**config.mk**
```make
export PLATFORM = sky130hd
export DESIGN_NAME = aar_cordic
export DESIGN_NICKNAME = d
export VERILOG_FILES = /design/src/rtl/aar_pkg.sv /design/src/rtl/aar_cordic.sv
export SDC_FILE = /design/constraint.sdc
export NUM_CORES = 2
export LEC_CHECK = 0
export BUFFER_PORTS_ARGS = -buffer_cell sky130_fd_sc_hd__buf_2
export CORE_AREA = 2 2 473 475
export DETAILED_ROUTE_END_ITERATION = 10
export DIE_AREA = 0 0 475 477
export HOLD_SLACK_MARGIN = 0.12
export PLACE_DENSITY = 0.71
export SKIP_LAST_GASP = 1
export SLEW_MARGIN = 5
export SYNTH_ARGS = -nofsm -noshare
export SYNTH_HDL_FRONTEND = slang
export SYNTH_SLANG_ARGS = --single-unit
```
**constraint.sdc**
```tcl
create_clock -name clk -period 6.83 [get_ports clk]
set_input_delay 0.3415 -clock clk [delete_from_list [all_inputs] [get_ports clk]]
set_output_delay 0.3415 -clock clk [all_outputs]
set_load 0.02 [all_outputs]
```
**src/rtl/aar_pkg.sv**
```systemverilog
// ----------------------------------------------------------------------------
// aar_pkg
// Shared constants and the arctangent table for the axis-angle rotation block.
// ----------------------------------------------------------------------------
package aar_pkg;

	localparam int TurnUnits    = 92160;
	localparam int HalfTurn     = 46080;
	localparam int QuarterTurn  = 23040;
	localparam logic signed [33:0] OneQ30  = 34'sd1073741824;
	localparam logic signed [33:0] GainQ30 = 34'sd652032874;

	// arctangent of 2^-i in Q30
	function automatic logic signed [33:0] atan_q30(input int i);
		logic signed [33:0] r;
		case (i)
			0:  r = 34'sd843314857;
			1:  r = 34'sd497837829;
			2:  r = 34'sd263043837;
			3:  r = 34'sd133525159;
			4:  r = 34'sd67021687;
			5:  r = 34'sd33543516;
			6:  r = 34'sd16775851;
			7:  r = 34'sd8388437;
			8:  r = 34'sd4194283;
			9:  r = 34'sd2097149;
			default: r = (i < 31) ? (34'sd1 <<< (30 - i)) : 34'sd0;
		endcase
		return r;
	endfunction

endpackage

```
**src/rtl/aar_cordic.sv**
```systemverilog
// ----------------------------------------------------------------------------
// aar_cordic
// Unrolled rotation-mode CORDIC, one register stage per rotation.
// ----------------------------------------------------------------------------
module aar_cordic #(
	parameter int STEPS = 16
) (
	input  logic               clk,
	input  logic               arst_n,
	input  logic               in_valid,
	input  logic signed [33:0] z_in,
	input  logic               neg_in,
	output logic               out_valid,
	output logic signed [33:0] cos_out,
	output logic signed [33:0] sin_out
);
	import aar_pkg::*;

	localparam int N = (STEPS > 32) ? 32 : STEPS;

	logic               v_q   [N+1];
	logic               neg_q [N+1];
	logic signed [33:0] x_q   [N+1];
	logic signed [33:0] y_q   [N+1];
	logic signed [33:0] z_q   [N+1];

	assign v_q[0]   = in_valid;
	assign neg_q[0] = neg_in;
	assign x_q[0]   = GainQ30;
	assign y_q[0]   = '0;
	assign z_q[0]   = z_in;

	// one micro-rotation per stage
	for (genvar i = 0; i < N; i++) begin : g_step
		always_ff @(posedge clk or negedge arst_n) begin
			if (!arst_n) v_q[i+1] <= 1'b0;
			else         v_q[i+1] <= v_q[i];
		end
		always_ff @(posedge clk) begin
			neg_q[i+1] <= neg_q[i];
			if (!z_q[i][33]) begin
				x_q[i+1] <= x_q[i] - (y_q[i] >>> i);
				y_q[i+1] <= y_q[i] + (x_q[i] >>> i);
				z_q[i+1] <= z_q[i] - atan_q30(i);
			end else begin
				x_q[i+1] <= x_q[i] + (y_q[i] >>> i);
				y_q[i+1] <= y_q[i] - (x_q[i] >>> i);
				z_q[i+1] <= z_q[i] + atan_q30(i);
			end
		end
	end

	assign out_valid = v_q[N];
	assign cos_out   = neg_q[N] ? -x_q[N] : x_q[N];
	assign sin_out   = neg_q[N] ? -y_q[N] : y_q[N];

endmodule

```
==> impl_metrics.py <==
metrics = {
    "cells_and_area": {
        "layout_cell_share_with_drive_strength_beyond_1_pct": 4.710,
        "fillerInstances": 20612,
        "fin_cells": 16057,
        "area_growth_synth_to_finish_pct": 9.382,
        "layout_net_count": 14374,
    },
    "min_path": {
        "worstHoldPathCells": 2,
        "worstHoldPathType": "input port to register",
    },
    "routing": {
        "detail-route-antenna-nets": 0,
        "firstDrtPassIters": 8,
        "dr.first_iter.drc_count": 6148,
        "via_count": 91072,
        "remaining_drc_errors": 0,
        "detail_route.wirelength_um": 264000,
        "route.detailed.vias_per_inst": 5.672,
        "routedWlPerCell_um": 16.44,
    },
    "die": {
        "floorplan.initialDensity_pct": 48.73,
        "floorplan.die.width_um": 475,
        "io_pins": 107,
        "die-height_um": 477,
        "row_count": 173,
        "coreArea_um2": 221400,
        "fp.dieArea_um2": 226600,
    },
    "critical_path": {
        "path_max_fanout": 10,
        "endpoint_kind": "register",
        "cp_slowest_cell": "sky130_fd_sc_hd__nor3_1",
        "cp-start-kind": "register",
        "worst-endpoint-arrival_ns": 6.11,
        "worst_r2r_path_depth": 15,
        "timing.critical_path.slowest_cell_delay_ns": 0.57,
        "critical_path.cell_chain": "or3_1 > or3b_2 > nor3_1 > nor3b_1 > a21oi_1 > xnor2_1 > ha_1 > nand3_1 > or2_2 > o311ai_1 > a221oi_1 > o311ai_0 > a31o_2 > a21oi_1 > xnor2_1",
        "worst_ep_required_time_ns": 7.53,
        "crit_type": "register to register",
    },
    "global_routing": {
        "grt_max_degree": 72,
        "globalRouteMet3Util_pct": 2.886,
        "global_routing_met1_resource_utilization_pct": 29.91,
        "top_usage_layer": "met2",
        "use_met2_pct": 38.25,
        "antenna_found_initial": 2,
        "grt_remaining_overflow": 0,
        "first_global_vias": 84718,
        "grt_usage_pct": 22.53,
        "grt_pass1_wl_um": 430200,
    },
    "synth": {
        "netlist_top_cells_area": "sky130_fd_sc_hd__dfxtp_1 26%, sky130_fd_sc_hd__ha_1 16%, sky130_fd_sc_hd__xnor2_1 9.9%",
        "yosys_most_used_dff": "sky130_fd_sc_hd__dfxtp_1",
        "syn-mean-instance-area_um2": 8.444,
        "muxShareOfSynthArea_pct": 1.360,
        "synth_compound_gate_area_share_pct": 22.56,
        "synth_fp_nets": 14212,
        "synth.top_cell.area_share_pct": 26.20,
        "synth_simple_gate_area_share_pct": 15.41,
        "synth_area_um2": 107900,
        "ys_seq_elements": 1428,
        "synth_top_area_cell": "sky130_fd_sc_hd__dfxtp_1",
        "post_synth_arst_share_pct": 1.120,
        "synth_top_family_by_area": "compound AO/OA/AOI/OAI gates",
        "post_synth_num_cell_types": 111,
        "sequential_to_total_area_share_from_yosys_stat_pct": 26.57,
        "post_synth_inst_count": 12780,
        "synth-adder-area-share_pct": 16.46,
        "yosys_warnings": 0,
        "synth_enable_flop_cells": 0,
        "synth-xor-area-share_pct": 14.91,
    },
    "cts": {
        "numCtsBuffers": 163,
        "tritoncts_clock_tree": "done",
        "worstSkewPairLatency_ns": 0.82,
        "cts_htree_levels": 4,
        "cts_max_path_bufs": 3,
        "post_cts_repair_resize_count": 0,
        "clock_sink_count": 1428,
        "cts.reportedPaths.clkPinSlew_ns": 0.06,
        "clockRootBuffer": "sky130_fd_sc_hd__clkbuf_16",
    },
    "placed_design": {
        "post-place-cells": 15700,
        "port-buffer-count": 106,
        "finalWeightedCongestion": 0.9618,
        "dpl.hpwl_um": 209900,
    },
    "sta": {
        "final-max-slew-violation-count": 0,
        "max_slew_margin_pct": 15.14,
        "achievable-frequency_mhz": 185.1,
        "rsz0062_at_grt": "no",
        "setup_violations": 0,
        "hold_viol_final": 0,
        "fin_setup_tns_ns": 0,
        "tightest_slew_ns": 1.256,
        "timing.final.crit_period_ns": 5.402,
        "finalCritPeriodShare_pct": 79.09,
        "clock-skew-final_ns": 0.03796,
    },
    "outcome": {
        "outcome": "finished, final reports clean",
    },
    "flow_run": {
        "drv_cap": 0,
    },
}
## final cells by class
type | instances | area (um^2) | share of cell area (%)
repair buffers | 203 | 1389 | 1.177
multi-input cells | 10571 | 76300 | 64.64
clock inverters | 89 | 1272 | 1.078
flip-flops and latches | 1428 | 28690 | 24.31
well taps | 2975 | 3722 | 3.154
clock buffers | 213 | 4497 | 3.810
diodes | 3 | 7.507 | 0.006360
inverters | 575 | 2158 | 1.829
## path summary, 6_finish.rpt
path | slack [ns] | startpoint | end
worst max register to register | 1.43 | x_q[285] | y_q[270]
worst min-delay path | 0.18 | neg_in | neg_q[15]
min in group asynchronous | 0.66 | arst_n | v_q[10]
max in group asynchronous | 5.72 | arst_n | v_q[2]
worst min register to register | 0.33 | neg_q[13] | neg_q[12]
worst max-delay path | 1.43 | x_q[285] | y_q[270]
## timing repair
action | CTS | global route
hold endpoints to repair | 53 | 0
hold buffers | 52 | 0
setup buffers | 0 | 0
## registers in the layout (all words and copies together) (netlist names)
signal and cells:
z_q 397, y_q 511, neg_q 16, v_q 15
x_q 488, out_valid 1
## layout by cell type, fill, tap and decap left out, types with 77 or more instances in the layout
master	netlist	routed
sky130_fd_sc_hd__dfxtp_1	1412	1397
sky130_fd_sc_hd__ha_1	1351	1351
sky130_fd_sc_hd__a21oi_1	1327	1327
sky130_fd_sc_hd__xnor2_1	1216	1216
sky130_fd_sc_hd__nor2_1	1114	1114
sky130_fd_sc_hd__a21o_1	627	627
sky130_fd_sc_hd__nand2_1	621	621
sky130_fd_sc_hd__xor2_1	617	617
sky130_fd_sc_hd__inv_1	570	570
sky130_fd_sc_hd__o21ai_0	559	559
sky130_fd_sc_hd__nor3_1	360	360
sky130_fd_sc_hd__nand3_1	225	225
sky130_fd_sc_hd__o21a_1	207	207
sky130_fd_sc_hd__nand2b_1	199	199
sky130_fd_sc_hd__o21bai_1	165	165
sky130_fd_sc_hd__clkbuf_16	0	163
sky130_fd_sc_hd__nor2b_1	156	156
sky130_fd_sc_hd__a31oi_1	152	152
sky130_fd_sc_hd__and3_1	123	123
sky130_fd_sc_hd__a211oi_1	108	108
sky130_fd_sc_hd__buf_2	2	106
sky130_fd_sc_hd__or3_1	104	104
sky130_fd_sc_hd__nand4_1	86	86
sky130_fd_sc_hd__nor4_1	85	85
sky130_fd_sc_hd__o211ai_1	81	81
sky130_fd_sc_hd__mux2i_1	78	78
sky130_fd_sc_hd__and2_1	77	77
## Yosys cell counts, drive strengths merged (61+ instances only)
cell type / instances
nand2b: 199
nor2: 1116
o21ai: 571
a211oi: 108
nand4: 86
inv: 570
nand3: 225
a31oi: 152
a21oi: 1330
o31ai: 67
dfxtp: 1412
clkbuf: 165
nand2: 621
xnor2: 1217
or3: 105
nor3: 361
mux2: 61
and2: 80
mux2i: 78
a21o: 627
nor4: 85
o21bai: 165
o211ai: 81
ha: 1351
xor2: 618
and3: 123
nor2b: 156
o21a: 207
## metal layers
| metal | vias to the layer above | part of all wire, % |
|---|---|---|
| met5 | - | 0 |
| met4 | 0 | 2.3 |
| met3 | 420 | 5.0 |
| met2 | 2038 | 47 |
| met1 | 42071 | 46 |
| li1 | 46543 | - |
## critical path, delay by kind of cell (launching register included)
family	cells	cell delay (ns)
AO/OA/AOI/OAI	6	1.68
XOR/XNOR	2	0.28
adder cells (fa/ha/maj)	1	0.45
flip-flops	1	0.33
AND/OR/NAND/NOR	6	2.55
## logic make-up (layout without fill, tap and decap cells)
family	Yosys count	count (layout)
buffers and inverters	781	1080
AOI/OAI and AO/OA	3803	3803
muxes	139	139
xor gates and xnor gates	1835	1835
other	1	4
DFF	1428	1428
and+or+nand+nor	3399	3399
adders and majority gates	1394	1394
## through the flow
step	setup slack (ns)	util (%)	instance area, um^2	hold slack, ns
floorplan	2.073	-	107900	0.04591
global placement	1.446	50.46	111700	0.2610
detailed placement	1.442	50.46	111700	0.2729
CTS	1.410	53.30	118000	0.1250
global route	0.8857	53.30	118000	0.1456
finish	1.428	53.30	118000	0.1751
Power is not shown: default switching activity piles up to over one toggle a cycle in this logic, so the estimate is an artifact.
