## config.mk

```make
export PLATFORM = sky130hd
export DESIGN_NAME = aar_angle
export DESIGN_NICKNAME = d
export VERILOG_FILES = /design/src/rtl/aar_pkg.sv /design/src/rtl/aar_angle.sv
export SDC_FILE = /design/constraint.sdc
export NUM_CORES = 2
export LEC_CHECK = 0
export BUFFER_PORTS_ARGS = -buffer_cell sky130_fd_sc_hd__clkbuf_2
export CAP_MARGIN = 20
export CORE_MARGIN = 10
export CORE_UTILIZATION = 59
export DETAILED_ROUTE_END_ITERATION = 6
export PLACE_DENSITY = 0.8
export REMOVE_ABC_BUFFERS = 1
export SETUP_SLACK_MARGIN = 0.5
export SYNTH_ARGS = -nofsm -noshare
export SYNTH_HDL_FRONTEND = slang
export SYNTH_SLANG_ARGS = --single-unit
```

## constraint.sdc

```tcl
create_clock -name clk -period 10.4 [get_ports clk]
set_input_delay 0.52 -clock clk [delete_from_list [all_inputs] [get_ports clk]]
set_output_delay 0.52 -clock clk [all_outputs]
set_load 0.1 [all_outputs]
```

## src/rtl/aar_pkg.sv

```systemverilog
// ----------------------------------------------------------------------------
// aar_pkg
// Shared constants and the arctangent table for the axis-angle rotation block.
// ----------------------------------------------------------------------------
package aar_pkg;

	localparam int TurnUnits    = 92160;
	localparam int HalfTurn     = 46080;
	localparam int QuarterTurn  = 23040;
	localparam logic signed [33:0] OneQ30  = 34'sd1073741824;
	localparam logic signed [33:0] GainQ30 = 34'sd652032874;

	// arctangent of 2^-i in Q30
	function automatic logic signed [33:0] atan_q30(input int i);
		logic signed [33:0] r;
		case (i)
			0:  r = 34'sd843314857;
			1:  r = 34'sd497837829;
			2:  r = 34'sd263043837;
			3:  r = 34'sd133525159;
			4:  r = 34'sd67021687;
			5:  r = 34'sd33543516;
			6:  r = 34'sd16775851;
			7:  r = 34'sd8388437;
			8:  r = 34'sd4194283;
			9:  r = 34'sd2097149;
			default: r = (i < 31) ? (34'sd1 <<< (30 - i)) : 34'sd0;
		endcase
		return r;
	endfunction

endpackage

```

## src/rtl/aar_angle.sv

```systemverilog
// ----------------------------------------------------------------------------
// aar_angle
// Angle reduction to a quarter turn and conversion to Q30 radians, 4 stages.
// ----------------------------------------------------------------------------
module aar_angle (
	input  logic               clk,
	input  logic               arst_n,
	input  logic               in_valid,
	input  logic signed [19:0] angle,
	output logic               out_valid,
	output logic signed [33:0] z,
	output logic               neg
);
	import aar_pkg::*;

	// Q30 radians = mag * 31415926 * 2^20 / 450000000, split into whole and fractional parts
	localparam longint PiNum   = 64'sd31415926 * 64'sd1048576;
	localparam longint RadDen  = 64'sd450000000;
	localparam longint RadQuo  = PiNum / RadDen;
	localparam longint RadRem  = (PiNum - RadQuo * RadDen) / 128;
	localparam longint RedDen  = RadDen / 128;
	localparam longint RedBias = 64'sd225000000 / 128;
	// reciprocal of the reduced divisor scaled by 2^57, rounded up
	localparam longint Recip   = ((64'sd1 <<< 57) + RedDen - 1) / RedDen;

	localparam logic [16:0] RadQuoC  = 17'(RadQuo);
	localparam logic [20:0] RadRemC  = 21'(RadRem);
	localparam logic [20:0] RedBiasC = 21'(RedBias);
	localparam logic [35:0] RecipC   = 36'(Recip);

	logic               v_s1, v_s2, v_s3, v_s4;
	logic signed [17:0] a_s1;
	logic               neg_s1, neg_s2, neg_s3, neg_s4;
	logic               sgn_s2, sgn_s3, sgn_s4;
	logic [34:0]        tr_s2;
	logic [31:0]        wq_s2, wq_s3;
	logic [53:0]        pph_s3;
	logic [52:0]        ppl_s3;
	logic [33:0]        mag_s4;

	logic signed [22:0] wide0;
	logic signed [22:0] m0;
	logic signed [22:0] a0;
	logic [15:0]        mag0;
	logic [71:0]        prod_sum;
	logic [14:0]        fq;

	// stage 1: modulo by whole turns via parallel threshold compares, then fold
	always_comb begin
		wide0 = 23'(angle);
		m0    = wide0 + 23'(6 * TurnUnits);
		for (int k = -5; k <= 6; k++)
			if (wide0 > 23'(k * TurnUnits - HalfTurn)) m0 = wide0 - 23'(k * TurnUnits);
		a0 = m0;
	end

	always_ff @(posedge clk or negedge arst_n) begin
		if (!arst_n) begin
			v_s1 <= 1'b0;
		end else begin
			v_s1 <= in_valid;
		end
	end

	always_ff @(posedge clk) begin
		if (a0 > 23'sd23040) begin
			a_s1   <= 18'(a0 - 23'sd46080);
			neg_s1 <= 1'b1;
		end else if (a0 < -23'sd23040) begin
			a_s1   <= 18'(a0 + 23'sd46080);
			neg_s1 <= 1'b1;
		end else begin
			a_s1   <= 18'(a0);
			neg_s1 <= 1'b0;
		end
	end

	// stage 2: whole part and fractional numerator from the magnitude
	assign mag0 = a_s1[17] ? 16'(-a_s1) : 16'(a_s1);

	always_ff @(posedge clk or negedge arst_n) begin
		if (!arst_n) v_s2 <= 1'b0;
		else         v_s2 <= v_s1;
	end

	always_ff @(posedge clk) begin
		tr_s2  <= 35'(mag0) * 35'(RadRemC) + 35'(RedBiasC);
		wq_s2  <= 32'(mag0) * 32'(RadQuoC);
		sgn_s2 <= a_s1[17];
		neg_s2 <= neg_s1;
	end

	// stage 3: reciprocal multiply in two halves
	always_ff @(posedge clk or negedge arst_n) begin
		if (!arst_n) v_s3 <= 1'b0;
		else         v_s3 <= v_s2;
	end

	always_ff @(posedge clk) begin
		pph_s3 <= 54'(tr_s2[34:17]) * 54'(RecipC);
		ppl_s3 <= 53'(tr_s2[16:0]) * 53'(RecipC);
		wq_s3  <= wq_s2;
		sgn_s3 <= sgn_s2;
		neg_s3 <= neg_s2;
	end

	// stage 4: combine halves, take quotient, add whole part
	always_comb begin
		prod_sum = {1'b0, pph_s3, 17'd0} + 72'(ppl_s3);
		fq       = prod_sum[71:57];
	end

	always_ff @(posedge clk or negedge arst_n) begin
		if (!arst_n) v_s4 <= 1'b0;
		else         v_s4 <= v_s3;
	end

	always_ff @(posedge clk) begin
		mag_s4 <= 34'(wq_s3) + 34'(fq);
		sgn_s4 <= sgn_s3;
		neg_s4 <= neg_s3;
	end

	assign out_valid = v_s4;
	assign z   = sgn_s4 ? -$signed(mag_s4) : $signed(mag_s4);
	assign neg = neg_s4;

endmodule

```

==> impl_results.html <==
<table>
<tr><th>Metric</th><th>Value</th></tr>
<tr><th colspan="2">Floorplanning</th></tr>
<tr><td>Vertical extent of the die</td><td>~270 um</td></tr>
<tr><td>Die footprint</td><td>73500 um^2</td></tr>
<tr><td>Core Footprint</td><td>62100 um^2</td></tr>
<tr><td>Standard-cell rows</td><td>91</td></tr>
<tr><td>Number of I/O pins</td><td>59</td></tr>
<tr><td>Starting utilization of the core area</td><td>59.9%</td></tr>
<tr><td>Horizontal extent of the die</td><td>271 um</td></tr>
<tr><th colspan="2">Routing</th></tr>
<tr><td>Residual DRC count</td><td>0</td></tr>
<tr><td>Detailed-route wire length per cell</td><td>approximately 19 um</td></tr>
<tr><td>Pre-Repair DR Iteration Count</td><td>6</td></tr>
<tr><td>Final wirelength</td><td>between 80 and 90 mm</td></tr>
<tr><td>Number of antenna-violating nets in the routed design</td><td>0</td></tr>
<tr><td>Via-to-Cell Ratio</td><td>5.67</td></tr>
<tr><td>Number of vias after detailed routing</td><td>26500</td></tr>
<tr><td>Drt initial violations</td><td>1677</td></tr>
<tr><th colspan="2">Cells and area</th></tr>
<tr><td>Number of filler cells placed in the layout</td><td>~5000</td></tr>
<tr><td>Most used cells in the layout excluding fill and tap cells</td><td>823 x sky130_fd_sc_hd__inv_1, 659 x sky130_fd_sc_hd__ha_1, 588 x sky130_fd_sc_hd__fa_1</td></tr>
<tr><td>Synth-to-layout area growth</td><td>5.86%</td></tr>
<tr><td>Proportion of layout cells with a drive suffix above 1</td><td>under 10%</td></tr>
<tr><td>Most common library cell in the layout ignoring fill and taps</td><td>sky130_fd_sc_hd__inv_1</td></tr>
<tr><td>Antenna cells</td><td>0</td></tr>
<tr><td>Total area of multi-input combinational cells</td><td>a little under 30000 um^2</td></tr>
<tr><td>Flip-flop and latch area</td><td>4900 um^2</td></tr>
<tr><td>Final net count</td><td>5096</td></tr>
<tr><td>Non-Filler Instances</td><td>4679</td></tr>
<tr><th colspan="2">Clocking</th></tr>
<tr><td>Htree depth</td><td>1</td></tr>
<tr><td>Root buffer cell</td><td>sky130_fd_sc_hd__clkbuf_16</td></tr>
<tr><td>Clk pin slew, worst setup/hold paths</td><td>60 ps</td></tr>
<tr><td>Count of clock tree sinks</td><td>244</td></tr>
<tr><td>Maximum buffer depth of the clock tree</td><td>3</td></tr>
<tr><td>Clock tree from TritonCTS</td><td>done</td></tr>
<tr><td>Clock insertion delay at the later pin of the skew report</td><td>around 570 ps</td></tr>
<tr><td>Clock buffers created by TritonCTS</td><td>26</td></tr>
<tr><th colspan="2">Synth</th></tr>
<tr><td>Share of flip-flops with an asynchronous set or reset after synthesis</td><td>approximately 1.6%</td></tr>
<tr><td>Seq cells post-synth</td><td>~240</td></tr>
<tr><td>Netlist Area Pre-Place</td><td>about 37000 um^2</td></tr>
<tr><td>Warning count from the yosys run</td><td>0</td></tr>
<tr><td>Portion of the post-synthesis area used by sequential elements</td><td>13.2%</td></tr>
<tr><td>Syn avg cell area</td><td>around 9.9 um^2</td></tr>
<tr><td>Ys flop type</td><td>sky130_fd_sc_hd__dfxtp_1</td></tr>
<tr><td>Netlist cell types</td><td>90</td></tr>
<tr><td>Post-synth EDFFs</td><td>0</td></tr>
<tr><td>Syn Inst Count</td><td>3752</td></tr>
<tr><th colspan="2">Critical path</th></tr>
<tr><td>Category of the worst setup path launch point</td><td>flip-flop</td></tr>
<tr><td>Crit Reg-Reg Startpoint</td><td>a_s1[8]</td></tr>
<tr><td>Capture point of the worst reg-to-reg path</td><td>tr_s2[34]</td></tr>
<tr><td>Maximum fanout encountered on the critical timing path</td><td>9</td></tr>
<tr><td>Critical path capture point</td><td>tr_s2[34]</td></tr>
<tr><td>Cell repeated most along the worst path</td><td>sky130_fd_sc_hd__fa_1</td></tr>
<tr><td>Slowest Stage Delay on Critical Path</td><td>580 ps</td></tr>
<tr><td>Cell depth of the worst flop-to-flop path</td><td>30</td></tr>
<tr><td>Arrival time of data at the critical path endpoint</td><td>~9300 ps</td></tr>
<tr><td>Depth of the critical timing path with buffers and inverters included</td><td>30</td></tr>
<tr><td>Element type at the critical path end</td><td>flip-flop</td></tr>
<tr><td>Kind of cell with the highest combined delay on the critical path</td><td>adder cells</td></tr>
<tr><td>Worst Path Class, Setup</td><td>reg2reg</td></tr>
<tr><td>Worst setup slack for register-to-register paths</td><td>1560 ps</td></tr>
<tr><td>Slowest cell on crit path</td><td>sky130_fd_sc_hd__or4_1</td></tr>
<tr><td>Required time worst endpoint</td><td>10860 ps</td></tr>
<tr><td>Launch point of the worst path</td><td>a_s1[8]</td></tr>
<tr><td>Total buffers and inverters traversed by the critical path</td><td>4</td></tr>
<tr><th colspan="2">Place</th></tr>
<tr><td>Place WS</td><td>approximately 1600 ps</td></tr>
<tr><td>Number of cells in the design after placement</td><td>4633</td></tr>
<tr><td>Final weighted congestion of routability-driven global placement</td><td>about 1.0</td></tr>
<tr><td>Total half-perimeter wirelength after legalization and detailed placement</td><td>75.1 mm</td></tr>
<tr><td>PortBufs</td><td>58</td></tr>
<tr><th colspan="2">Timing</th></tr>
<tr><td>Clock Skews</td><td>27.2 ps</td></tr>
<tr><td>Final Hold Vio Count</td><td>0</td></tr>
<tr><td>Post-route setup slack</td><td>1560 ps</td></tr>
<tr><td>Final setup fails</td><td>0</td></tr>
<tr><td>Normalized max-slew margin</td><td>about 36%</td></tr>
<tr><td>Part of the cycle the worst path needs</td><td>85.0%</td></tr>
<tr><td>Actual transition at the worst max-transition pin</td><td>roughly 950 ps</td></tr>
<tr><td>Max frequency</td><td>0.113 GHz</td></tr>
<tr><td>RSZ-0062 raised after global routing</td><td>false</td></tr>
<tr><td>Final Slew Violations</td><td>0</td></tr>
<tr><td>Setup tns final</td><td>0 ps</td></tr>
<tr><td>Worst Hold Slack</td><td>about 84 ps</td></tr>
<tr><td>Fin crit period</td><td>8840 ps</td></tr>
<tr><th colspan="2">GRT</th></tr>
<tr><td>Maximum number of pins on one net before global-route repair</td><td>36</td></tr>
<tr><td>Number of global-route vias before repair</td><td>28000</td></tr>
<tr><td>Global-route total usage across every layer</td><td>24.4%</td></tr>
<tr><td>Overall overflow remaining after global route</td><td>0</td></tr>
<tr><td>Wire length of the first global-routing pass</td><td>approximately 150 mm</td></tr>
<tr><td>Antenna violations before repair</td><td>0</td></tr>
<tr><th colspan="2">Outcome</th></tr>
<tr><td>Result of the run</td><td>finished clean</td></tr>
<tr><th colspan="2">Job</th></tr>
<tr><td>MaxCap Viol Count</td><td>0</td></tr>
<tr><th colspan="2">Worst hold path</th></tr>
<tr><td>Worst hold path type</td><td>in2reg</td></tr>
</table>
## area by class of cell
class	count	area share, %
clock inverters	11	0.270
inverters	824	7.86
multi-input cells	2653	73.8
clock buffers	33	1.77
repair buffers	77	1.16
well taps	837	2.66
flip-flops and latches	244	12.5
## stage by stage
step / utilization, % / area, um^2
floorplan: - / 37100
global placement: 62.1 / 38500
detailed placement: 62.1 / 38500
CTS: 63.4 / 39300
global route: 63.4 / 39400
finish: 63.4 / 39400
## registers in the layout, indices dropped and copies added (netlist names)
| name | count |
|---|---|
| sgn_s2 | 1 |
| out_valid | 1 |
| neg_s1 | 1 |
| neg_s3 | 1 |
| sgn_s4 | 1 |
| v_s3 | 1 |
| wq_s3 | 30 |
| neg | 1 |
| ppl_s3 | 36 |
| v_s2 | 1 |
| v_s1 | 1 |
| mag_s4 | 33 |
| a_s1 | 17 |
| tr_s2 | 33 |
| wq_s2 | 30 |
| pph_s3 | 54 |
| sgn_s3 | 1 |
| neg_s2 | 1 |
## synthesized netlist by cell type, types with 11 or more instances
cell,count,area (um^2)
sky130_fd_sc_hd__nand4_1,29,181
sky130_fd_sc_hd__or2_2,14,87.6
sky130_fd_sc_hd__o21a_1,27,203
sky130_fd_sc_hd__clkbuf_1,20,75.1
sky130_fd_sc_hd__o21ai_0,103,515
sky130_fd_sc_hd__a31oi_1,32,200
sky130_fd_sc_hd__o21bai_1,27,203
sky130_fd_sc_hd__inv_1,823,3090
sky130_fd_sc_hd__and3_1,21,131
sky130_fd_sc_hd__a21oi_1,130,651
sky130_fd_sc_hd__a21o_1,51,383
sky130_fd_sc_hd__and2_1,15,93.8
sky130_fd_sc_hd__ha_1,659,8250
sky130_fd_sc_hd__xnor2_1,185,1620
sky130_fd_sc_hd__a211oi_1,18,135
sky130_fd_sc_hd__o211ai_1,18,135
sky130_fd_sc_hd__o31ai_1,27,203
sky130_fd_sc_hd__nand2b_1,22,138
sky130_fd_sc_hd__nand3_1,44,220
sky130_fd_sc_hd__nor2_1,130,488
sky130_fd_sc_hd__xor2_1,74,648
sky130_fd_sc_hd__dfxtp_1,240,4800
sky130_fd_sc_hd__or3_1,24,150
sky130_fd_sc_hd__or4_1,11,82.6
sky130_fd_sc_hd__nand2_1,140,526
sky130_fd_sc_hd__nor2b_1,21,131
sky130_fd_sc_hd__nor3_1,63,315
sky130_fd_sc_hd__nor4_1,13,81.3
sky130_fd_sc_hd__fa_1,588,11800
## kinds of logic (layout without fill, tap and decap cells)
| logic type | count (synthesis) | after routing | synth area share [%] |
|---|---|---|---|
| fa+ha+maj | 1247 | 1247 | 53.8 |
| buf+inv | 855 | 945 | 8.66 |
| simple gates | 597 | 597 | 8.25 |
| compound gates | 548 | 548 | 9.92 |
| xor+xnor | 259 | 259 | 6.10 |
| flops | 244 | 244 | 13.2 |
| mux | 2 | 2 | 0.0538 |
## worst min path at each step
stage / start / cells past startpoint / endpoint / slack [ps]
3_5_place_dp: wq_s2[10] / 0 / wq_s3[10] / 310
2_1_floorplan: arst_n / 0 / out_valid / 220
5_1_grt: in_valid / 1 / v_s1 / 80
6_report: in_valid / 1 / v_s1 / 80
3_3_place_gp: wq_s2[6] / 0 / wq_s3[6] / 310
4_1_cts: in_valid / 1 / v_s1 / 60
## metal layers
metal	part of all wire, %	GRT usage [%]	vias to the layer above
li1	-	-	12400
met1	41	31.3	13000
met2	49	41.5	910
met3	6.4	3.35	220
met4	4.1	8.94	0
met5	0	0	-
## what timing repair did
| action | CTS | global route |
|---|---|---|
| setup buffers | 0 | 0 |
| gates resized for setup | 0 | 0 |
| hold buffers | 1 | 0 |
| endpoints found under the hold margin | 4 | 0 |
Power is left out: the tool's default activity adds up to more than one toggle a clock period on the data nets, which glitch-free logic cannot reach.
